--- config.mk ---
export PLATFORM = sky130hd
export DESIGN_NAME = tcw_queue
export DESIGN_NICKNAME = d
export VERILOG_FILES = /design/src/hw/rtl/tcw_pkg.sv /design/src/hw/rtl/tcw_queue.sv
export SDC_FILE = /design/constraint.sdc
export NUM_CORES = 1
export LEC_CHECK = 0
export BUFFER_PORTS_ARGS = -buffer_cell sky130_fd_sc_hd__clkbuf_2
export CORE_MARGIN = 2
export CORE_UTILIZATION = 59
export DETAILED_ROUTE_END_ITERATION = 16
export GPL_ROUTABILITY_DRIVEN = 0
export PLACE_DENSITY = 0.82
export SLEW_MARGIN = 20
export SYNTH_ARGS = -nofsm -noshare
export SYNTH_HDL_FRONTEND = slang
export SYNTH_SLANG_ARGS = --single-unit
--- constraint.sdc ---
create_clock -name clock -period 2.25 [get_ports clock]
set_clock_uncertainty 0.1 [all_clocks]
set_input_delay 0.225 -clock clock [delete_from_list [all_inputs] [get_ports clock]]
set_output_delay 0.225 -clock clock [all_outputs]
set_load 0.03 [all_outputs]
--- src/hw/rtl/tcw_pkg.sv ---
// shared types and constants of the text console writer
// no dependencies; used by every console module
package tcw_pkg;

   // control characters
   localparam logic [7:0]  CH_CR       = 8'h0d;
   localparam logic [7:0]  CH_LF       = 8'h0a;

   // reset values of registers and screen cells
   localparam logic [7:0]  RESET_ATTR  = 8'h0c;
   localparam logic [15:0] RESET_BLANK = 16'h0720;

   // command queue between front and back
   localparam int QUEUE_DEPTH = 4;
   localparam int QPTR_W      = $clog2(QUEUE_DEPTH);

   // configuration register map
   localparam int CSR_DATA_W = 16;
   typedef enum logic [0:0] {
      CSR_TEXT_ATTR  = 1'b0,
      CSR_BLANK_CELL = 1'b1
   } tcw_csr_index_type;

   // memory work that one command asks of the back end
   typedef struct packed {
      logic rd;
      logic wr;
      logic scroll;
   } tcw_op_type;

   // result fields fixed at classification time
   typedef struct packed {
      logic        cell_written;
      logic [10:0] cell_index;
      logic [15:0] cell_value;
      logic        scrolled;
      logic [4:0]  cursor_row;
      logic [6:0]  cursor_column;
   } tcw_rsp_type;

   // back end status seen by the front end
   typedef struct packed {
      logic clearing;
   } tcw_stat_type;

   // back end sequencer
   typedef enum logic [2:0] {
      ST_CLEAR = 3'b001,
      ST_RUN   = 3'b010,
      ST_FILL  = 3'b100
   } tcw_back_state_type;

endpackage

--- src/hw/rtl/tcw_queue.sv ---
// small command fifo between console front end and back end
// depends on tcw_pkg for its depth
module tcw_queue import tcw_pkg::*; #(
   parameter int DATA_W = 8
) (
   input  logic              clock,
   input  logic              reset,
   input  logic              push,
   input  logic [DATA_W-1:0] push_data,
   output logic              full,
   input  logic              pop,
   output logic              valid,
   output logic [DATA_W-1:0] pop_data
);

   logic [DATA_W-1:0] slot_ff [QUEUE_DEPTH];
   logic [QPTR_W-1:0] wr_ptr_ff, wr_ptr_in;
   logic [QPTR_W-1:0] rd_ptr_ff, rd_ptr_in;
   logic [QPTR_W:0]   count_ff, count_in;

   // status and head entry
   assign full     = (count_ff == (QPTR_W+1)'(QUEUE_DEPTH));
   assign valid    = (count_ff != '0);
   assign pop_data = slot_ff[rd_ptr_ff];

   // pointer and count update
   always_comb begin
      wr_ptr_in = push ? wr_ptr_ff + QPTR_W'(1) : wr_ptr_ff;
      rd_ptr_in = pop  ? rd_ptr_ff + QPTR_W'(1) : rd_ptr_ff;
      count_in  = count_ff;
      if (push && !pop) begin
         count_in = count_ff + (QPTR_W+1)'(1);
      end else if (pop && !push) begin
         count_in = count_ff - (QPTR_W+1)'(1);
      end
   end

   always_ff @(posedge clock) begin
      if (reset) begin
         wr_ptr_ff <= '0;
         rd_ptr_ff <= '0;
         count_ff  <= '0;
      end else begin
         wr_ptr_ff <= wr_ptr_in;
         rd_ptr_ff <= rd_ptr_in;
         count_ff  <= count_in;
      end
   end

   // entry storage
   always_ff @(posedge clock) begin
      if (push) begin
         slot_ff[wr_ptr_ff] <= push_data;
      end
   end

endmodule

==> results of run 1 <==
## area by class of cell
cell class | count | area [sq um] | area share (%)
Tap cell | 30 | 37.54 | 1.985
Multi-Input combinational cell | 38 | 411.6 | 21.77
Sequential cell | 41 | 1141 | 60.36
Inverter | 4 | 15.01 | 0.7942
Clock inverter | 1 | 30.03 | 1.588
Timing Repair Buffer | 31 | 200.2 | 10.59
Clock buffer | 7 | 55.05 | 2.912
## worst register-to-register path: cells and delay by family (launching register included)
family | cells | cell delay (ps)
xor+xnor | 1 | 170
fa+ha+maj | 1 | 440
flops | 1 | 380
compound gates | 1 | 140
simple gates | 1 | 300
## cells in the final DEF (no fill, tap or decap)
| cell type | n |
|---|---|
| nor3b_1 | 1 |
| mux2i_1 | 2 |
| edfxtp_1 | 32 |
| xnor2_1 | 2 |
| inv_1 | 4 |
| xor2_1 | 3 |
| mux4_2 | 8 |
| or3_1 | 2 |
| clkbuf_8 | 1 |
| clkbuf_4 | 5 |
| a21oi_1 | 1 |
| nand2_1 | 1 |
| nor2_1 | 7 |
| clkbuf_2 | 21 |
| o21ai_0 | 1 |
| fa_1 | 1 |
| clkbuf_1 | 1 |
| buf_4 | 2 |
| bufinv_16 | 1 |
| dfxtp_1 | 9 |
| and2_1 | 4 |
| ha_1 | 5 |
| dlygate4sd3_1 | 8 |
## power groups by stage
stage	clock network (mW)	registers (mW)	logic, mW
detailed placement	0	0.911	0.240
floorplan	0	0.899	0.182
global placement	0	0.907	0.234
finish	0.486	0.892	0.248
global route	0.534	0.898	0.268
CTS	0.502	0.893	0.250
## how the worst max path moves through the flow
stage	startpoint	end	cells past startpoint	slack (ps)
floorplan	pop	count_ff[2]	7	660
global placement	push	count_ff[2]	7	500
detailed placement	push	count_ff[2]	7	450
CTS	flop	pop_data[1]	3	350
global route	flop	pop_data[1]	3	300
finish	flop	pop_data[1]	3	370
## layer usage
layer / part of all wire [%] / GRT usage, %
met2: 52 / 28.06
met4: 1.6 / 8.163
met1: 42 / 19.47
met3: 4.4 / 6.279
met5: 0 / 0
## metrics by stage
stage	total power, mW	hold WS [ps]	std cells	worst slack, ps
after floorplan	1.081	223.9	86	664.8
final	1.627	55.82	152	368.1
after CTS	1.645	1.720	151	349.1
after detailed placement	1.151	355.4	136	448.1
after global routing	1.701	37.74	152	296.7
after global placement	1.140	340.7	136	502.2
## flip-flops by register name, indices dropped and copies added, names as in the netlist, named ones only
signal,count
rd_ptr_ff,2
slot_ff,32
count_ff,3
wr_ptr_ff,2
## what timing repair did
item / CTS / global route
resized for setup: 0 / 0
setup buffers: 0 / 0
hold buffers: 7 / 1
endpoints found under the hold margin: 28 / 4
## cell families (layout without fill, tap and decap cells)
kind of cell             Yosys count  in the layout  synth area share [%]
flip-flops                        41             41                 71.87
AND/OR/NAND/NOR                   15             15                 4.728
multiplexers                      10             10                 12.61
buffers and inverters              7             43                 2.206
adder cells (fa/ha/maj)            6              6                 5.201
XOR/XNOR                           5              5                 2.759
AO/OA/AOI/OAI                      2              2                0.6298
==> flow_summary.ini, run 1 <==
[worst_setup_path]
cp_slowest_cell = mux4_2
crit_family = multiplexers
r2r-start = count_ff[0]
cp_cell_sequence = buf_4, mux4_2, clkbuf_2
reg2reg_depth = 4
endpoint_kind = primary output
rr_endpoint = count_ff[2]
start_kind = flop
crit_fanout = 4
critical_path_buf_inv_count = 2
crit_arrival_ps = 1560
max_stage_delay_ps = 510
rrSetupSlack_ps = 660
crit_required_ps = 1920
worst-setup-path-type = flop to primary output

[placed_design]
io_buffers = 21
dpl_cell_area_sq_um = 1725
hpwlAfterDp_um = 1637

[cts]
cts_max_level = 2
numClockSinks = 41
clk_latency_ps = 340
cts_buffers = 5
clock-root-buffer = clkbuf_4
clkTransAtPathRegs_ps = 110
cts_tree = yes
cts_buffer_depth = 2

[pwr]
powerDensity_nw_per_um2 = 860.5
clock_power_share_pct = 29.9
swShare_pct = 24.11
leakage_nw = 0.7138
p_switching_uw = 392.2
p_seq_share_pct = 54.9
combPwrFrac_pct = 15.3
vdd_ir_drop_max_mv = 0.6752
p_int_mw = 1.235

[run_status]
status = complete, no violations

[detailed_routing]
drtIter0Drc = 11
wl_per_cell_um = 15.61
ant_nets = 0
post-route-drc-count = 0
vias_per_cell = 5.191
routed_wl_um = 2373
first_pass_iters = 4
vias = 789

[worst_hold_path]
worstHoldStart = reset
hp-class = input pin to flop
hold_depth = 2
min_to = count_ff[2]

[yosys]
synth_seq_cells = 41
synth_edf_count = 32
synth.top_cell.area_share_pct = 60.52
ys.warnings.count = 0
post-synth-top-count-cell = edfxtp_1
synth-async-reset-ratio_pct = 0
yosys-top-cells-area = edfxtp_1, dfxtp_1, mux4_2, ha_1, nor2_1
yosysUniqueCellTypes = 19
synth_area_per_cell_sq_um = 18.46
yosysSeqAreaShare_pct = 71.87
synth_cells = 86
synth.largest_area_cell = edfxtp_1
synth_top_flop_cell = edfxtp_1
syn_area_sq_um = 1588
ys_top_cells_by_count = edfxtp_1, dfxtp_1, mux4_2
syn_nets = 104

[final_layout]
final_util_pct = 74.95
final_layout_size_suffix_gt1_share_pct = 31.15
syn_to_final_growth_pct = 19.07
final_nets = 139
nFillCells = 170
fin_area_sq_um = 1891
antennaDiodeCount = 0

[timing]
drv_slew = 0
worstMarginPinSlew_ps = 426.6
fmax_mhz = 531.4
rsz0062_at_grt = no
finalSetupViolations = 0
period_minus_slack_ps = 1882
period_share_pct = 83.64
setup-tns-final_ps = 0
hold_violations = 0
maxSlewHeadroom_pct = 71.56

[die]
start_util_pct = 62.95
die-area_sq_um = 3122
core_sq_um = 2522
io_pins = 22
die_y_um = 55.88
fp-row-count = 18
die_x_um = 55.88

[global_route]
track_usage_pct = 16.92
antenna_found_initial = 0
grt_pass1_wl_um = 3739
grt_max_degree = 13
grt_pass1_vias = 775
grt-ovfl-total = 0

[job]
drv_cap = 0
(Power assumes the default switching activity.)
==> run 2: changes to the inputs <==
--- a/config.mk
+++ b/config.mk
@@ -7,10 +7,10 @@
 export LEC_CHECK = 0
 export BUFFER_PORTS_ARGS = -buffer_cell sky130_fd_sc_hd__clkbuf_2
 export CORE_MARGIN = 2
-export CORE_UTILIZATION = 59
+export CORE_UTILIZATION = 55
 export DETAILED_ROUTE_END_ITERATION = 16
 export GPL_ROUTABILITY_DRIVEN = 0
-export PLACE_DENSITY = 0.82
+export PLACE_DENSITY = 0.77
 export SLEW_MARGIN = 20
 export SYNTH_ARGS = -nofsm -noshare
 export SYNTH_HDL_FRONTEND = slang
==> constraint.sdc (replaced) <==
create_clock -name clock -period 1.97 [get_ports clock]
set_clock_uncertainty 0.1 [all_clocks]
set_input_delay 0.197 -clock clock [delete_from_list [all_inputs] [get_ports clock]]
set_output_delay 0.197 -clock clock [all_outputs]
set_load 0.03 [all_outputs]
==> run 2 against run 1 <==
  * Design area fell by 1.1%
  * Count of clock-buffer cells in the layout fell by 2
  * Die area rose by 6.7%
  * Global-route usage fell by 1.0 points
  * Cell count rose by 0.66%
  * Via count rose by 2.9%
  * Register-to-register slack got worse by 280 ps
  * Utilization fell by 7.1 points
  * Non-clock buffer count did not move
  * Sequential power rose by 14%
  * Hold slack got worse by 0.50 ps
  * Total power rose by 5.3%
  * Critical endpoint is now pop_data[4]
  * Highest routed layer unchanged
==> flow_summary.ini, run 2 (synthesis results as in run 1) <==
[run_status]
status = complete, no violations

[cts]
clkTransAtPathRegs_ps = 120
clk_latency_ps = 350
cts_buffer_depth = 2
numClockSinks = 41
cts_tree = yes
clock-root-buffer = clkbuf_4
cts_max_level = 2
cts_buffers = 5

[timing]
maxSlewHeadroom_pct = 70.87
worstMarginPinSlew_ps = 437.0
period_minus_slack_ps = 1875
fmax_mhz = 533.4
finalSetupViolations = 0
finalWorstSetupSlack_ps = 95.12
drv_slew = 0
period_share_pct = 95.17
setup-tns-final_ps = 0
whs_ps = 55.31
hold_violations = 0
rsz0062_at_grt = no

[global_route]
antenna_found_initial = 0
grt_pass1_vias = 845
grt_max_degree = 15
track_usage_pct = 15.89
grt_pass1_wl_um = 3726
grt-ovfl-total = 0

[worst_setup_path]
crit_required_ps = 1670
endpoint_kind = primary output
cp_slowest_cell = mux4_2
max_stage_delay_ps = 510
r2r-start = count_ff[0]
crit_arrival_ps = 1580
start_kind = flop
worst-setup-path-type = flop to primary output
crit_fanout = 8
cp_cell_sequence = buf_6, mux4_2, clkbuf_2

[die]
die_x_um = 57.73
start_util_pct = 57.58
fp-row-count = 19
die_y_um = 57.73
core_sq_um = 2758
io_pins = 22
die-area_sq_um = 3333

[placed_design]
dpl.cell_count = 136
hpwlAfterDp_um = 1539
dp_worst_setup_slack_ps = 183.3
io_buffers = 21

[pwr]
p_int_mw = 1.248
combPwrFrac_pct = 16.5
powerDensity_nw_per_um2 = 915.4
clock_power_share_pct = 24.0
p_seq_share_pct = 59.5
p_switching_uw = 464.2
swShare_pct = 27.11
leakage_nw = 0.7003
vdd_ir_drop_max_mv = 0.7785
p_total_mw = 1.712

[final_layout]
final_layout_size_suffix_gt1_share_pct = 31.15
syn_to_final_growth_pct = 17.81
top_register = slot_ff
antennaDiodeCount = 0
final_nets = 139
nFillCells = 189
largest_register_ffs = 32
reg.largest.list = slot_ff x32, count_ff x3
layoutNonFillerInstCount = 153
mostFrequentLayoutCells = edfxtp_1, clkbuf_2, dfxtp_1, dlygate4sd3_1, mux4_2
layout.cells.most_common = edfxtp_1

[detailed_routing]
routed_wl_um = 2267
vias_per_cell = 5.307
vias = 812
ant_nets = 0
post-route-drc-count = 0
wl_per_cell_um = 14.82
drtIter0Drc = 18
first_pass_iters = 4

[job]
drv_cap = 0

[worst_hold_path]
worstHoldStart = pop
hp-class = input pin to flop
-- run 2: cell types whose count changed in the layout (fill, tap and decap cells not counted), sizes merged --
cell         before  now
clkbuf           28   26
inv               4    6
buf               2    1
bufinv            1    0
clkinvlp          0    1
dlygate4sd3       8    9
-- run 2: cell type report --
class                      instances  area (sq um)  area share (%)
clock buffer                       5         37.54           2.007
clock inverter                     3         20.02           1.070
inverter                           4         15.01          0.8027
multi-input combinational         38         411.6           22.01
sequential                        41          1141           61.00
tap                               31         38.79           2.074
timing repair buffer              31         206.4           11.04
-- run 2: final timing paths --
| path | endpoint | slack (ps) | cells past startpoint |
|---|---|---|---|
| worst min register to register | count_ff[2] | 410 | 2 |
| worst max register to register | count_ff[2] | 380 | 4 |
| worst max-delay path | pop_data[4] | 100 | 3 |
| worst min-delay path | rd_ptr_ff[0] | 60 | 3 |
-- run 2: per-layer routing --
layer	GRT usage, %	wire length [um]	part of all wire, %	up-vias
met5	0	0	0	-
met3	6.920	135	6.0	6
met1	18.08	930	41	396
met4	6.977	47	2.1	0
met2	26.14	1154	51	20
li1	-	-	-	390
-- run 2: timing repair --
action | CTS | global route
setup endpoints to repair | 0 | 6
hold endpoints to repair | 36 | 0
gates resized for setup | 0 | 1
hold buffers | 9 | 0
setup buffers | 0 | 0
-- run 2: critical path: cells and delay by family, from the launching register on --
family / cells / cell delay (ps)
buffers and inverters: 2 / 370
DFF: 1 / 350
muxes: 1 / 510
-- run 2: through the flow --
step | area [sq um] | utilization, %
final | 1871 | 67.83
after floorplan | 1588 | -
after detailed placement | 1719 | 62.34
after CTS | 1867 | 67.70
after global placement | 1719 | 62.34
after global routing | 1871 | 67.83
-- run 2: power groups by stage --
| stage | clock network [mW] | logic [mW] | registers, mW |
|---|---|---|---|
| after CTS | 0.427 | 0.286 | 1.02 |
| after global placement | 0 | 0.265 | 1.03 |
| after global routing | 0.460 | 0.310 | 1.03 |
| final | 0.411 | 0.283 | 1.02 |
| after detailed placement | 0 | 0.272 | 1.04 |
| after floorplan | 0 | 0.208 | 1.03 |
==> run 3: changes to the inputs <==
==> constraint.sdc (replaced) <==
create_clock -name clock -period 1.97 [get_ports clock]
set_clock_uncertainty 0.1 [all_clocks]
set_input_delay 0.394 -clock clock [delete_from_list [all_inputs] [get_ports clock]]
set_output_delay 0.394 -clock clock [all_outputs]
set_load 0.03 [all_outputs]
==> run 3 against run 2 <==
  * The run now ends with negative setup slack left
  * Die area did not move
  * Fmax fell by 7.4%
  * First-iteration DRC count decreased by 17%
  * Utilization grew 1.1 points
  * Count of clock-buffer cells in the layout is 3 higher
  * Cell count decreased by 5.2%
  * Sequential share of layout area is 0.90 points lower
  * Highest routed layer unchanged
  * Sequential cell count unchanged
  * Sequential power is essentially flat
  * Worst setup slack got worse by 150 ps
==> flow_summary.ini, run 3 (synthesis results as in run 1) <==
[pwr]
vdd_ir_drop_max_mv = 0.7613
leakage_nw = 0.7082
powerDensity_nw_per_um2 = 979.6

[worst_setup_path]
start_kind = flop
critical_path_buf_inv_count = 2
worst-setup-path-type = flop to primary output
crit_family = multiplexers
rr_endpoint = count_ff[2]
crit_required_ps = 1480
r2r-start = count_ff[0]
reg2reg_depth = 4
crit_fanout = 8
cp_slowest_cell = mux4_2
crit_arrival_ps = 1530
rrSetupSlack_ps = 380
endpoint_kind = primary output
cp_cell_sequence = buf_12, mux4_2, buf_8
max_stage_delay_ps = 530

[run_status]
status = finished with violations
failed_checks = negative setup slack

[timing]
whs_ps = 163.7
period_share_pct = 102.7
rsz0062_at_grt = yes
drv_slew = 0
worstMarginPinSlew_ps = 426.0
finalSetupViolations = 8
fmax_mhz = 494.0
finalWorstSetupSlack_ps = -54.13
hold_violations = 0
maxSlewHeadroom_pct = 71.60
period_minus_slack_ps = 2024

[placed_design]
hpwlAfterDp_um = 1542
dpl.cell_count = 137
io_buffers = 21
dpl_cell_area_sq_um = 1739

[cts]
clk_latency_ps = 340
cts_max_level = 2
cts_setup_buffers = 0
ctsHoldBuffers = 0
cts_tree = yes
numClockSinks = 41
clock-root-buffer = clkbuf_4
clkTransAtPathRegs_ps = 120
cts_buffers = 5
cts_buffer_depth = 2

[detailed_routing]
vias_per_cell = 5.448
vias = 790
wl_per_cell_um = 15.27
post-route-drc-count = 0
routed_wl_um = 2214
ant_nets = 0
first_pass_iters = 4
drtIter0Drc = 15

[die]
io_pins = 22
core_sq_um = 2758
die_y_um = 57.73
start_util_pct = 57.58
die_x_um = 57.73
die-area_sq_um = 3333
fp-row-count = 19

[final_layout]
antennaDiodeCount = 0
mostFrequentLayoutCells = edfxtp_1, clkbuf_2, mux4_2, dfxtp_1, buf_8
largest_register_ffs = 32
final_nets = 131
syn_to_final_growth_pct = 19.70
fin_area_sq_um = 1901
layout.cells.most_common = edfxtp_1
reg.largest.list = slot_ff x32, count_ff x3
final_layout_size_suffix_gt1_share_pct = 34.21
top_register = slot_ff
nFillCells = 191
layoutNonFillerInstCount = 145

[global_route]
antenna_found_initial = 0
grt_pass1_wl_um = 3601
track_usage_pct = 15.58
grt-ovfl-total = 0
grt_max_degree = 13
grt_pass1_vias = 816

[worst_hold_path]
min_to = slot_ff[0][0]
hp-class = input pin to flop
worstHoldStart = push_data[0]
hold_depth = 1

[job]
drv_cap = 0
==> run 3: cell type report <==
class | instances | area [sq um] | area share (%)
timing repair buffer | 23 | 212.7 | 11.19
multi-input combinational | 38 | 411.6 | 21.66
sequential | 41 | 1142 | 60.11
tap | 31 | 38.79 | 2.041
inverter | 4 | 15.01 | 0.7900
clock buffer | 8 | 80.08 | 4.213
==> run 3: power breakdown <==
part           switching (mW)  leakage (nW)  internal, mW  total (mW)
Sequential             0.0331         0.369         0.987        1.02
Clock                   0.256        0.0437         0.252       0.508
Combinational           0.170         0.296         0.163       0.333
Total                   0.459         0.708          1.40        1.86
==> run 3: worst reg2reg max path: stages, from the launching register on <==
cell	delay (ps)
dfxtp_1	380
fa_1	440
xor2_1	180
or3_1	300
a21oi_1	140
==> run 3: routing by layer <==
layer | routed length [um] | global-route usage, %
met3 | 119 | 4.911
met2 | 1174 | 26.95
met4 | 55 | 9.967
met1 | 865 | 16.28
met5 | 0 | 0
==> run 3: how the worst max path moves through the flow <==
stage	startpoint	endpoint	slack, ps	depth (start not counted)
4_1_cts	flop	pop_data[4]	-80	3
5_1_grt	flop	pop_data[3]	-110	3
2_1_floorplan	pop	count_ff[2]	220	7
3_5_place_dp	pop	count_ff[2]	20	8
3_3_place_gp	pop	count_ff[2]	70	8
6_report	flop	pop_data[3]	-50	3
==> run 3: per-stage QoR <==
step	setup WS (ps)	TNS (ps)	total power, mW	util (%)
floorplan	215.8	0	1.234	-
global placement	74.83	0	1.308	63.07
detailed placement	22.18	0	1.320	63.07
CTS	-77.20	-554.6	1.862	68.56
global route	-111.3	-773.7	1.937	68.92
finish	-54.13	-355.3	1.862	68.92
==> run 3: repair_timing <==
action / CTS / global route
pin swaps: 0 / 0
gates resized for setup: 17 / 8
endpoints found under the hold margin: 0 / 0
endpoints found under the setup margin: 8 / 8
