File: src/hw/rtl/tcw_pkg.sv
// shared types and constants of the text console writer
// no dependencies; used by every console module
package tcw_pkg;

   // control characters
   localparam logic [7:0]  CH_CR       = 8'h0d;
   localparam logic [7:0]  CH_LF       = 8'h0a;

   // reset values of registers and screen cells
   localparam logic [7:0]  RESET_ATTR  = 8'h0c;
   localparam logic [15:0] RESET_BLANK = 16'h0720;

   // command queue between front and back
   localparam int QUEUE_DEPTH = 4;
   localparam int QPTR_W      = $clog2(QUEUE_DEPTH);

   // configuration register map
   localparam int CSR_DATA_W = 16;
   typedef enum logic [0:0] {
      CSR_TEXT_ATTR  = 1'b0,
      CSR_BLANK_CELL = 1'b1
   } tcw_csr_index_type;

   // memory work that one command asks of the back end
   typedef struct packed {
      logic rd;
      logic wr;
      logic scroll;
   } tcw_op_type;

   // result fields fixed at classification time
   typedef struct packed {
      logic        cell_written;
      logic [10:0] cell_index;
      logic [15:0] cell_value;
      logic        scrolled;
      logic [4:0]  cursor_row;
      logic [6:0]  cursor_column;
   } tcw_rsp_type;

   // back end status seen by the front end
   typedef struct packed {
      logic clearing;
   } tcw_stat_type;

   // back end sequencer
   typedef enum logic [2:0] {
      ST_CLEAR = 3'b001,
      ST_RUN   = 3'b010,
      ST_FILL  = 3'b100
   } tcw_back_state_type;

endpackage

File: src/hw/rtl/tcw_front.sv
// console front end: takes request transfers, moves the cursor, emits commands
// depends on tcw_pkg for command and result types
module tcw_front import tcw_pkg::*; #(
   parameter int COLUMNS = 80,
   parameter int ROWS    = 25,
   parameter int IDX_W   = $clog2(COLUMNS * ROWS)
) (
   input  logic             clock,
   input  logic             reset,
   input  logic             req_valid,
   output logic             req_ready,
   input  logic             req_action,
   input  logic [7:0]       req_char_byte,
   input  logic [10:0]      req_read_index,
   input  logic [7:0]       text_attr,
   input  tcw_stat_type     stat,
   input  logic             q_full,
   output logic             q_push,
   output tcw_op_type       cmd_op,
   output tcw_rsp_type      cmd_rsp,
   output logic [IDX_W-1:0] cmd_addr
);

   localparam int CELLS = COLUMNS * ROWS;
   localparam int COL_W = $clog2(COLUMNS);
   localparam int ROW_W = $clog2(ROWS);
   localparam logic [COL_W-1:0] COL_LAST   = COL_W'(COLUMNS - 1);
   localparam logic [ROW_W-1:0] ROW_LAST   = ROW_W'(ROWS - 1);
   localparam logic [IDX_W-1:0] ROW_STRIDE = IDX_W'(COLUMNS);

   logic [ROW_W-1:0] row_ff, row_in;
   logic [COL_W-1:0] col_ff, col_in;
   logic [IDX_W-1:0] idx_ff, idx_in;
   logic [IDX_W-1:0] row_start;
   logic             line_end;
   logic             rd_in_range;
   logic             accept;

   // take a transfer when the queue has room and the screen is cleared
   assign req_ready   = !q_full && !stat.clearing;
   assign accept      = req_valid && req_ready;
   assign q_push      = accept;
   assign rd_in_range = (32'(req_read_index) < 32'(CELLS));
   assign row_start   = idx_ff - IDX_W'(col_ff);

   // classify the item and work out the next cursor
   always_comb begin
      row_in   = row_ff;
      col_in   = col_ff;
      idx_in   = idx_ff;
      line_end = 1'b0;
      cmd_op   = '0;
      cmd_rsp  = '0;
      cmd_addr = idx_ff;
      if (req_action) begin
         cmd_op.rd = rd_in_range;
         cmd_addr  = IDX_W'(req_read_index);
      end else if (req_char_byte == CH_CR) begin
         col_in = '0;
         idx_in = row_start;
      end else if (req_char_byte == CH_LF) begin
         line_end = 1'b1;
      end else begin
         cmd_op.wr            = 1'b1;
         cmd_rsp.cell_written = 1'b1;
         cmd_rsp.cell_index   = 11'(idx_ff);
         cmd_rsp.cell_value   = {text_attr, req_char_byte};
         if (col_ff == COL_LAST) begin
            line_end = 1'b1;
         end else begin
            col_in = col_ff + COL_W'(1);
            idx_in = idx_ff + IDX_W'(1);
         end
      end
      // step to the next row, scrolling on the last one
      if (line_end) begin
         col_in = '0;
         if (row_ff == ROW_LAST) begin
            cmd_op.scroll    = 1'b1;
            cmd_rsp.scrolled = 1'b1;
            idx_in           = row_start;
         end else begin
            row_in = row_ff + ROW_W'(1);
            idx_in = row_start + ROW_STRIDE;
         end
      end
      cmd_rsp.cursor_row    = 5'(row_in);
      cmd_rsp.cursor_column = 7'(col_in);
   end

   // cursor registers
   always_ff @(posedge clock) begin
      if (reset) begin
         row_ff <= '0;
         col_ff <= '0;
         idx_ff <= '0;
      end else if (accept) begin
         row_ff <= row_in;
         col_ff <= col_in;
         idx_ff <= idx_in;
      end
   end

endmodule

File: config.mk
export PLATFORM = sky130hd
export DESIGN_NAME = tcw_front
export DESIGN_NICKNAME = d
export VERILOG_FILES = /design/src/hw/rtl/tcw_pkg.sv /design/src/hw/rtl/tcw_front.sv
export SDC_FILE = /design/constraint.sdc
export NUM_CORES = 1
export LEC_CHECK = 0
export ABC_AREA = 1
export ABC_CLOCK_PERIOD_IN_PS = 2200
export BUFFER_PORTS_ARGS = -buffer_cell sky130_fd_sc_hd__buf_2
export CORE_ASPECT_RATIO = 0.8
export CORE_MARGIN = 5
export CORE_UTILIZATION = 45
export DETAILED_ROUTE_END_ITERATION = 8
export GPL_TIMING_DRIVEN = 1
export PLACE_DENSITY = 0.76
export SLEW_MARGIN = 15
export SYNTH_ARGS = -nofsm -noshare
export SYNTH_HDL_FRONTEND = slang
export SYNTH_SLANG_ARGS = --single-unit
File: constraint.sdc
create_clock -name clock -period 2.2 [get_ports clock]
set_clock_uncertainty 0.1 [all_clocks]
set_input_delay 0.11 -clock clock [delete_from_list [all_inputs] [get_ports clock]]
set_output_delay 0.11 -clock clock [all_outputs]
set_load 0.02 [all_outputs]
==> impl_metrics.tcl, run 1 <==
set metrics [dict create \
    worstMarginPinSlew_ps 638 \
    min_delay_path_depth 2 \
    numCtsBuffers 3 \
    area_growth_pct 47.4 \
    cell_internal_power_dissipation_mw 0.808 \
    finalMaxSlewViolations 0 \
    top_level_ports 90 \
    maxSlewHeadroom_pct 57.5 \
    die_width_um 93.9 \
    gr-total-overflow 0 \
    crit_start "col_ff[0]$_SDFFE_PP0P_" \
    register_area_um2 465 \
    min_period_ps 2330 \
    vias 3418 \
    stdcell_area_um2 3730 \
    clkPwrFrac_pct 20.6 \
    area_of_the_multi_input_gates_um2 1940 \
    synth_fp_nets 497 \
    tritoncts "done" \
    timing.reg2reg.worst_path_depth 15 \
    highest_net_fanout_along_the_worst_path 3 \
    power.ir.vdd_worst_uv 285 \
    route.top_layer_used "met4" \
    power.sequential.fraction_pct 32.6 \
    critPathMaxStageDelay_ps 370 \
    grt.total_usage_pct 25.2 \
    switching_share_pct 40.8 \
    cts-htree-levels 1 \
    violations "negative setup slack" \
    critical_path_data_required_time_ps 2280 \
    post_synth.cell_area_avg_um2 5.62 \
    hold_viol_final 0 \
    netlist_area_um2 2530 \
    synthCells 451 \
    dr.first_iter.drc_count 392 \
    antenna_violating_nets_post_route 0 \
    worst_setup_hold_path_clk_slew_ps 90 \
    startpoint_type "flop" \
    worstHoldPathType "primary input to flop" \
    drive_gt1_share_pct 38.6 \
    start_point_of_the_worst_min_delay_path "reset" \
    detailedRoute.firstPassIterationCount 5 \
    final.period_utilization_pct 106 \
    cts-root-buf "clkbuf_8" \
    path_class "flop to flop" \
    first_global_vias 3149 \
    ys_seq_elements 23 \
    drc 0 \
    yosys_warnings 0 \
    detail_route.wirelength_mm 9.50 \
    setup_repair_after_global_routing_missed_its_margin "true" \
    first_pass_grt_wire_length_mm 15.2 \
    critical_path.slowest_cell "fa_2" \
    max_freq_mhz 429 \
    r2r_start "col_ff[0]$_SDFFE_PP0P_" \
    core_um2 5470 \
    grt_max_degree 28 \
    routedWlPerCell_um 14.5 \
    r2r_end "idx_ff[6]$_SDFFE_PP0P_" \
    placement.cell_area_um2 3250 \
    row_count 24 \
    p_per_area_nw_per_um2 365 \
    dieHeight_um 77.1 \
    num_antenna_cells 0 \
    design.final.nets 625 \
    routabilityCongestion 0.982 \
    timing.critical_path.cells "buf_6 > ha_4 > inv_2 > fa_2 > nand3_2 > nand3_2 > xnor2_2 > inv_1 > ha_2 > inv_2 > nand2_2 > o21ai_2 > a21oi_1 > nor3_1 > nor2_1" \
    place.detailed.hpwl_mm 6.93 \
    share_of_power_burned_in_combinational_logic_pct 46.8 \
    hold_path_end "idx_ff[7]$_SDFFE_PP0P_" \
    fillerInstances 490 \
    fin_ws_ps -129 \
    routed-wl-met3_um 854 \
    worstPathArrival_ps 2410 \
    crit_cells 15 \
    wl_met1_mm 4.01 \
    synth.yosys.seq_area_share_pct 18.2 \
    grt_antenna_before_repair 0 \
    clock_sinks 23 \
    place.port_buffers 89 \
    netSwitchingPower_mw 0.556 \
    synthDistinctLibCells 32 \
    met2RoutedLength_mm 4.51 \
    setup.reg_to_reg.worst_slack_ps -130 \
    critical_path_buf_inv_count 4 \
    worstSetupEndpointType "flop" \
    total_leakage_power_nw 2.07 \
    clock_latency_reported_for_the_late_side_of_the_worst_skew_pair_ps 280 \
    pre_cts_slack_ps -31.7 \
    top_family_by_delay_on_critical_path "adder cells" \
    floorplan.die_area_um2 7240 \
    report.final.setup_viol 8 \
    initial_cell_density_of_the_core_pct 46.3 \
    vias_per_cell 5.21 \
    drv.max_cap_violation_count 0 \
    clk_path_buf_depth 2 \
    run_status "finished with violations" \
]
-- cell type report --
cell class | count | share of cell area, %
multi-input cells | 328 | 51.8
repair buffers | 138 | 23.2
flip-flops and latches | 23 | 12.5
inverters | 85 | 8.68
well taps | 78 | 2.61
clock buffers | 4 | 1.21
-- placed cells by master (no fill, tap or decap), drive strengths merged --
master	count
ha	12
fa	1
a22oi	1
clkinv	1
inv	84
a21oi	26
buf	138
xor2	9
nand3	35
o21ai	49
nand2	105
o211ai	3
nor2	59
a31oi	3
a211oi	3
o22ai	1
nand4	10
dfxtp	23
or2	2
clkbuf	4
xnor2	3
nor3	6
-- logic make-up after synthesis --
family | after synthesis | share of synthesized area (%)
and+or+nand+nor | 217 | 37.5
buffers and inverters | 100 | 15.6
AOI/OAI and AO/OA | 86 | 17.9
DFF | 23 | 18.2
adders and majority gates | 13 | 6.72
xor gates and xnor gates | 12 | 4.15
-- how the worst max path moves through the flow --
stage	slack, ps	end
finish	-130	idx_ff[6]$_SDFFE_PP0P_
global route	-240	idx_ff[10]$_SDFFE_PP0P_
global placement	40	idx_ff[10]$_SDFFE_PP0P_
floorplan	20	idx_ff[10]$_SDFFE_PP0P_
detailed placement	-30	idx_ff[6]$_SDFFE_PP0P_
CTS	-90	cmd_rsp[11]
-- Yosys cell counts (all sizes together) --
cell,count,area share (%)
ha,12,5.9
a22oi,1,0.30
a21oi,26,5.1
a211oi,3,0.89
o22ai,1,0.25
nand3,35,6.9
xor2,9,3.1
clkinv,1,0.15
nor2,59,9.8
clkbuf,9,1.3
inv,84,12
xnor2,3,1.0
or2,2,0.49
dfxtp,23,18
o21ai,49,9.7
buf,6,1.6
nor3,6,1.6
fa,1,0.79
a31oi,3,0.74
nand2,105,16
nand4,10,2.7
o211ai,3,0.89
-- power by group through the flow --
stage	registers (mW)	clock network, mW	logic (mW)
after floorplan	0.451	0	0.341
after detailed placement	0.452	0	0.519
after global placement	0.451	0	0.511
after global routing	0.447	0.306	0.701
after CTS	0.442	0.287	0.564
final	0.445	0.281	0.638
-- through the flow --
stage | TNS [ps] | instances | hold WS [ps] | total power, mW | util [%]
floorplan | 0 | 451 | 171 | 0.792 | -
global placement | 0 | 633 | 383 | 0.962 | 59.4
detailed placement | -50.4 | 633 | 384 | 0.971 | 59.4
CTS | -458 | 649 | 94.5 | 1.29 | 63.4
global route | -1710 | 656 | 118 | 1.45 | 68.3
finish | -485 | 656 | 117 | 1.36 | 68.3
-- registers in the layout, summed over array words and instances, names as in the netlist --
| name | count |
|---|---|
| idx_ff | 11 |
| col_ff | 7 |
| row_ff | 5 |
-- metal layers --
layer / vias to the layer above / track usage [%]
met5: - / 0
met1: 1538 / 35.0
met2: 168 / 40.7
li1: 1694 / -
met3: 18 / 5.28
met4: 0 / 4.18
-- timing repair --
item	in CTS	in global routing
endpoints found under the setup margin	14	19
resized for setup	29	57
endpoints found under the hold margin	0	0
setup buffers	12	7
pin swaps	14	14
hold buffers	0	0
No activity file was read; power rests on OpenSTA's default activity.
==> run 2: changes to the inputs <==
Settings changed: CELL_PAD_IN_SITES_DETAIL_PLACEMENT set to 0, CELL_PAD_IN_SITES_GLOBAL_PLACEMENT set to 2, CORE_UTILIZATION 45 to 22, PLACE_DENSITY 0.76 to unset, PLACE_DENSITY_LB_ADDON set to 0.1.
==> impl_metrics.tcl, run 2 (synthesis gave the netlist of run 1 again) <==
set metrics [dict create \
    run_status "finished with violations" \
    violations "negative setup slack" \
    worstSetupEndpoint "cmd_rsp[11]" \
    detailedRoute.firstPassIterationCount 4 \
    row_count 35 \
    maxSlewHeadroom_pct 59.8 \
    worstMarginPinSlew_ps 602 \
    largest-register "idx_ff" \
    die_width_um 130 \
    vias_per_cell 4.46 \
    finalMaxSlewViolations 0 \
    report.final.setup_viol 12 \
    drive_gt1_share_pct 39.9 \
    min_period_ps 2320 \
    routabilityCongestion 0.850 \
    place.port_buffers 89 \
    numCtsBuffers 3 \
    core_um2 11400 \
    vias 3284 \
    antenna_violating_nets_post_route 0 \
    first_global_vias 2900 \
    cts-htree-levels 1 \
    r2r_start "col_ff[0]$_SDFFE_PP0P_" \
    pre_cts_slack_ps -60.1 \
    gr-total-overflow 0 \
    worstSetupEndpointType "output port" \
    drc 0 \
    setup.reg_to_reg.worst_slack_ps -90 \
    max_freq_mhz 431 \
    critical_path_data_required_time_ps 1990 \
    clock_latency_reported_for_the_late_side_of_the_worst_skew_pair_ps 270 \
    largest_register_ffs 11 \
    worstPathArrival_ps 2110 \
    startpoint_type "flop" \
    dr.first_iter.drc_count 142 \
    path_class "flop to output port" \
    routedWlPerCell_um 14.1 \
    initial_cell_density_of_the_core_pct 22.2 \
    drv.max_cap_violation_count 0 \
    timing.reg2reg.worst_path_depth 17 \
    crit_start "col_ff[0]$_SDFFE_PP0P_" \
    final.period_utilization_pct 105 \
    area_growth_pct 58.3 \
    total_leakage_power_nw 2.13 \
    power.ir.vdd_worst_uv 224 \
    fin_ws_ps -119 \
    hold_viol_final 0 \
    r2r_end "idx_ff[10]$_SDFFE_PP0P_" \
    setup_repair_after_global_routing_missed_its_margin "true" \
    first_pass_grt_wire_length_mm 15.3 \
    grt_antenna_before_repair 0 \
    tritoncts "done" \
    fillerInstances 1253 \
    dieHeight_um 106 \
    mostFrequentLayoutCell "nand2_1" \
    p_per_area_nw_per_um2 385 \
    clock_sinks 23 \
    highest_net_fanout_along_the_worst_path 6 \
    place.detailed.hpwl_mm 8.05 \
    cts-root-buf "clkbuf_16" \
    biggestRegsByFlops "idx_ff: 11 flops, col_ff: 7 flops, row_ff: 5 flops" \
    finish.utilization_pct 35.2 \
    num_antenna_cells 0 \
    grt_max_degree 29 \
    clk_path_buf_depth 2 \
    layout.cells.most_common_list "nand2_1, buf_2, inv_1, buf_4, nor2_1" \
    grt.total_usage_pct 14.1 \
    worst_setup_hold_path_clk_slew_ps 80 \
    top_level_ports 90 \
    detail_route.wirelength_mm 10.4 \
    floorplan.die_area_um2 13800 \
    worstHoldPathType "primary input to flop" \
    design.final.nets 636 \
]
-- run 2: worst min-delay path by stage --
stage,from,slack (ps),end,cells past startpoint
floorplan,reset,170,row_ff[0]$_SDFFE_PP0P_,3
global placement,stat,380,req_ready,3
detailed placement,stat,380,req_ready,3
CTS,reset,130,idx_ff[7]$_SDFFE_PP0P_,2
global route,reset,130,idx_ff[7]$_SDFFE_PP0P_,2
finish,reset,110,idx_ff[7]$_SDFFE_PP0P_,2
-- run 2: what timing repair did --
action                     in CTS  in global routing
hold buffers                    0                  0
buffers inserted               11                 12
setup endpoints to repair      16                 19
gates resized for setup        39                 67
cloned                          0                  0
pin swaps                       9                 20
-- run 2: metrics by stage --
stage          cells  cell area, µm²  hold WS [ps]  TNS, ps  power (mW)
2_1_floorplan    451            2550           171        0       0.792
3_3_place_gp     710            3400           376    -30.6       0.990
3_5_place_dp     710            3400           380     -126       0.984
4_1_cts          725            3690           127     -482        1.47
5_1_grt          737            4010           135    -2730        1.64
6_report         737            4010           115     -655        1.54
-- run 2: where the power goes --
group          total, mW  leakage, nW  switching, mW  internal [mW]
logic              0.653         1.90          0.394          0.259
registers          0.443        0.188         0.0128          0.430
clock network      0.447       0.0371          0.199          0.248
total               1.54         2.13          0.605          0.937
-- run 2: final cells by class --
type,count,area [µm²],share of cell area [%]
Multi-Input combinational cell,328,1940,48.5
Timing Repair Buffer,149,1000,25.0
Sequential cell,23,464,11.6
Inverter,85,332,8.27
Tap cell,148,185,4.62
Clock buffer,3,75.1,1.87
Clock inverter,1,7.51,0.187
-- run 2: metal layers --
layer	wire length, µm	global-route usage [%]	part of all wire, %	vias to the layer above
met2	4290	20.5	41	105
met5	0	0	0	-
met4	113	3.78	1.1	0
li1	-	-	-	1715
met1	5150	21.2	50	1456
met3	825	2.31	8.0	8
-- run 2: worst max-delay path, stage by stage (launching register included) --
cell and delay [ps]:
dfxtp_2 340, buf_4 100, buf_6 90, ha_4 130, nand2_4 50, nor2_4 120
nand4_4 110, nand2_4 110, nand2_4 70, nor2_8 130, inv_6 70, nor3_4 160
nand2_1 70, nand2_1 80, nand2_1 70, buf_6 130
==> run 3: changes to the inputs <==
Settings changed: CORE_ASPECT_RATIO 0.8 to 0.9.
==> impl_metrics.tcl, run 3 (synthesis gave the netlist of run 1 again) <==
set metrics [dict create \
    run_status "finished with violations" \
    violations "negative setup slack" \
    row_count 37 \
    highest_net_fanout_along_the_worst_path 3 \
    fin_ws_ps -99.0 \
    drv.max_cap_violation_count 0 \
    startpoint_type "flop" \
    first_pass_grt_wire_length_mm 15.4 \
    share_of_power_burned_in_combinational_logic_pct 42.3 \
    postCtsHoldBufs 0 \
    top_family_by_delay_on_critical_path "adder cells" \
    setup_repair_after_global_routing_missed_its_margin "true" \
    critPathMaxStageDelay_ps 350 \
    path_class "flop to flop" \
    critical_path_buf_inv_count 5 \
    maxSlewHeadroom_pct 58.8 \
    largest_register_ffs 11 \
    start_point_of_the_worst_min_delay_path "reset" \
    worstSetupEndpointType "flop" \
    dr.first_iter.drc_count 156 \
    cpMostUsedCell "inv_2" \
    clock_latency_reported_for_the_late_side_of_the_worst_skew_pair_ps 260 \
    layout.cells.most_common_list "nand2_1, buf_2, inv_1, buf_4, nor2_1" \
    num_antenna_cells 0 \
    hold_viol_final 0 \
    grt_max_degree 28 \
    tritoncts "done" \
    drive_gt1_share_pct 40.2 \
    netSwitchingPower_mw 0.582 \
    total_leakage_power_nw 2.14 \
    max_freq_mhz 435 \
    clk_path_buf_depth 2 \
    timing.critical_path.cells "inv_2 > ha_4 > inv_2 > fa_2 > nand3_2 > nand3_2 > xnor2_2 > inv_1 > ha_2 > inv_2 > buf_4 > nand2_2 > o21ai_2 > a21oi_2 > nor3_1 > nor2_1" \
    cts-htree-levels 1 \
    power.sequential.fraction_pct 29.4 \
    initial_cell_density_of_the_core_pct 22.3 \
    worstHoldPathType "primary input to flop" \
    routedWlPerCell_um 13.6 \
    dieHeight_um 112 \
    routabilityCongestion 0.837 \
    vias 3279 \
    detailedRoute.firstPassIterationCount 4 \
    report.final.setup_viol 7 \
    largest-register "idx_ff" \
    worstMarginPinSlew_ps 617 \
    critical_path.slowest_cell "fa_2" \
    crit_start "idx_ff[0]$_SDFFE_PP0P_" \
    design.final.nets 639 \
    area_growth_pct 58.5 \
    stdcell_area_um2 4020 \
    min_period_ps 2300 \
    critical_path_data_required_time_ps 2260 \
    p_per_area_nw_per_um2 376 \
    place.detailed.hpwl_mm 8.23 \
    final.period_utilization_pct 105 \
    top_level_ports 90 \
    first_global_vias 2954 \
    worst_setup_hold_path_clk_slew_ps 70 \
    core_um2 11300 \
    antenna_violating_nets_post_route 0 \
    detail_route.wirelength_mm 10.2 \
    place.port_buffers 89 \
    switching_share_pct 38.5 \
    vias_per_cell 4.38 \
    die_width_um 123 \
    hold_slack_ps 126 \
    biggestRegsByFlops "idx_ff: 11 flops, col_ff: 7 flops, row_ff: 5 flops" \
    drc 0 \
    grt.total_usage_pct 14.1 \
    numCtsBuffers 3 \
    worstPathArrival_ps 2360 \
    setup.reg_to_reg.worst_slack_ps -100 \
    grt_antenna_before_repair 0 \
    clkPwrFrac_pct 28.3 \
    floorplan.die_area_um2 13800 \
    cell_internal_power_dissipation_mw 0.929 \
    mostFrequentLayoutCell "nand2_1" \
    cts-root-buf "clkbuf_16" \
    finalMaxSlewViolations 0 \
    gr-total-overflow 0 \
    clock_sinks 23 \
    power.ir.vdd_worst_uv 272 \
    r2r_start "idx_ff[0]$_SDFFE_PP0P_" \
    placement.cell_area_um2 3440 \
]
[run 3: layout make-up]
class                      count  area (µm²)
multi-input combinational    328        1940
timing repair buffer         152        1000
sequential                    23         464
tap                          156         195
clock buffer                   3        75.1
inverter                      85         327
clock inverter                 1        7.51
fill                        1251        7330
[run 3: worst paths after layout]
path         cells past startpoint                      to
max                             16  idx_ff[6]$_SDFFE_PP0P_
min                              2  idx_ff[9]$_SDFFE_PP0P_
min reg2reg                      2  col_ff[1]$_SDFFE_PP0P_
max reg2reg                     16  idx_ff[6]$_SDFFE_PP0P_
[run 3: metal layers]
metal | global-route usage [%] | share of wire (%) | wire length, µm | vias to the layer above
li1 | - | - | - | 1725
met1 | 20.8 | 50 | 5110 | 1438
met2 | 21.5 | 41 | 4140 | 107
met3 | 2.18 | 8.1 | 827 | 9
met4 | 2.80 | 1.0 | 103 | 0
met5 | 0 | 0 | 0 | -
[run 3: repair_timing]
| item | in CTS | in global routing |
|---|---|---|
| pin swaps | 8 | 19 |
| setup buffers | 6 | 14 |
| resized for setup | 31 | 69 |
| endpoints found under the setup margin | 16 | 21 |
[run 3: power groups by stage]
stage	Clock, mW	Combinational, mW	Sequential, mW
detailed placement	0	0.547	0.451
floorplan	0	0.341	0.451
global placement	0	0.557	0.451
global route	0.458	0.711	0.447
finish	0.428	0.638	0.445
CTS	0.449	0.569	0.443
[run 3: worst register-to-register path, cell delays in order, from the launching register on]
cell and delay, ps:
dfxtp_2 330, inv_2 70, ha_4 120, inv_2 30
fa_2 350, nand3_2 90, nand3_2 70, xnor2_2 160
inv_1 90, ha_2 170, inv_2 60, buf_4 100
nand2_2 50, o21ai_2 140, a21oi_2 40, nor3_1 160
nor2_1 70
[run 3: metrics by stage]
stage          TNS [ps]  utilization (%)  std cells  power (mW)  setup slack (ps)
6_report           -227             35.4        748        1.51             -99.0
3_3_place_gp      -34.3             30.3        724        1.01             -34.3
5_1_grt           -3410             35.4        748        1.62              -204
2_1_floorplan         0                -        451       0.792              24.8
4_1_cts            -290             32.4        734        1.46             -80.9
3_5_place_dp      -83.9             30.3        724       0.998             -65.3
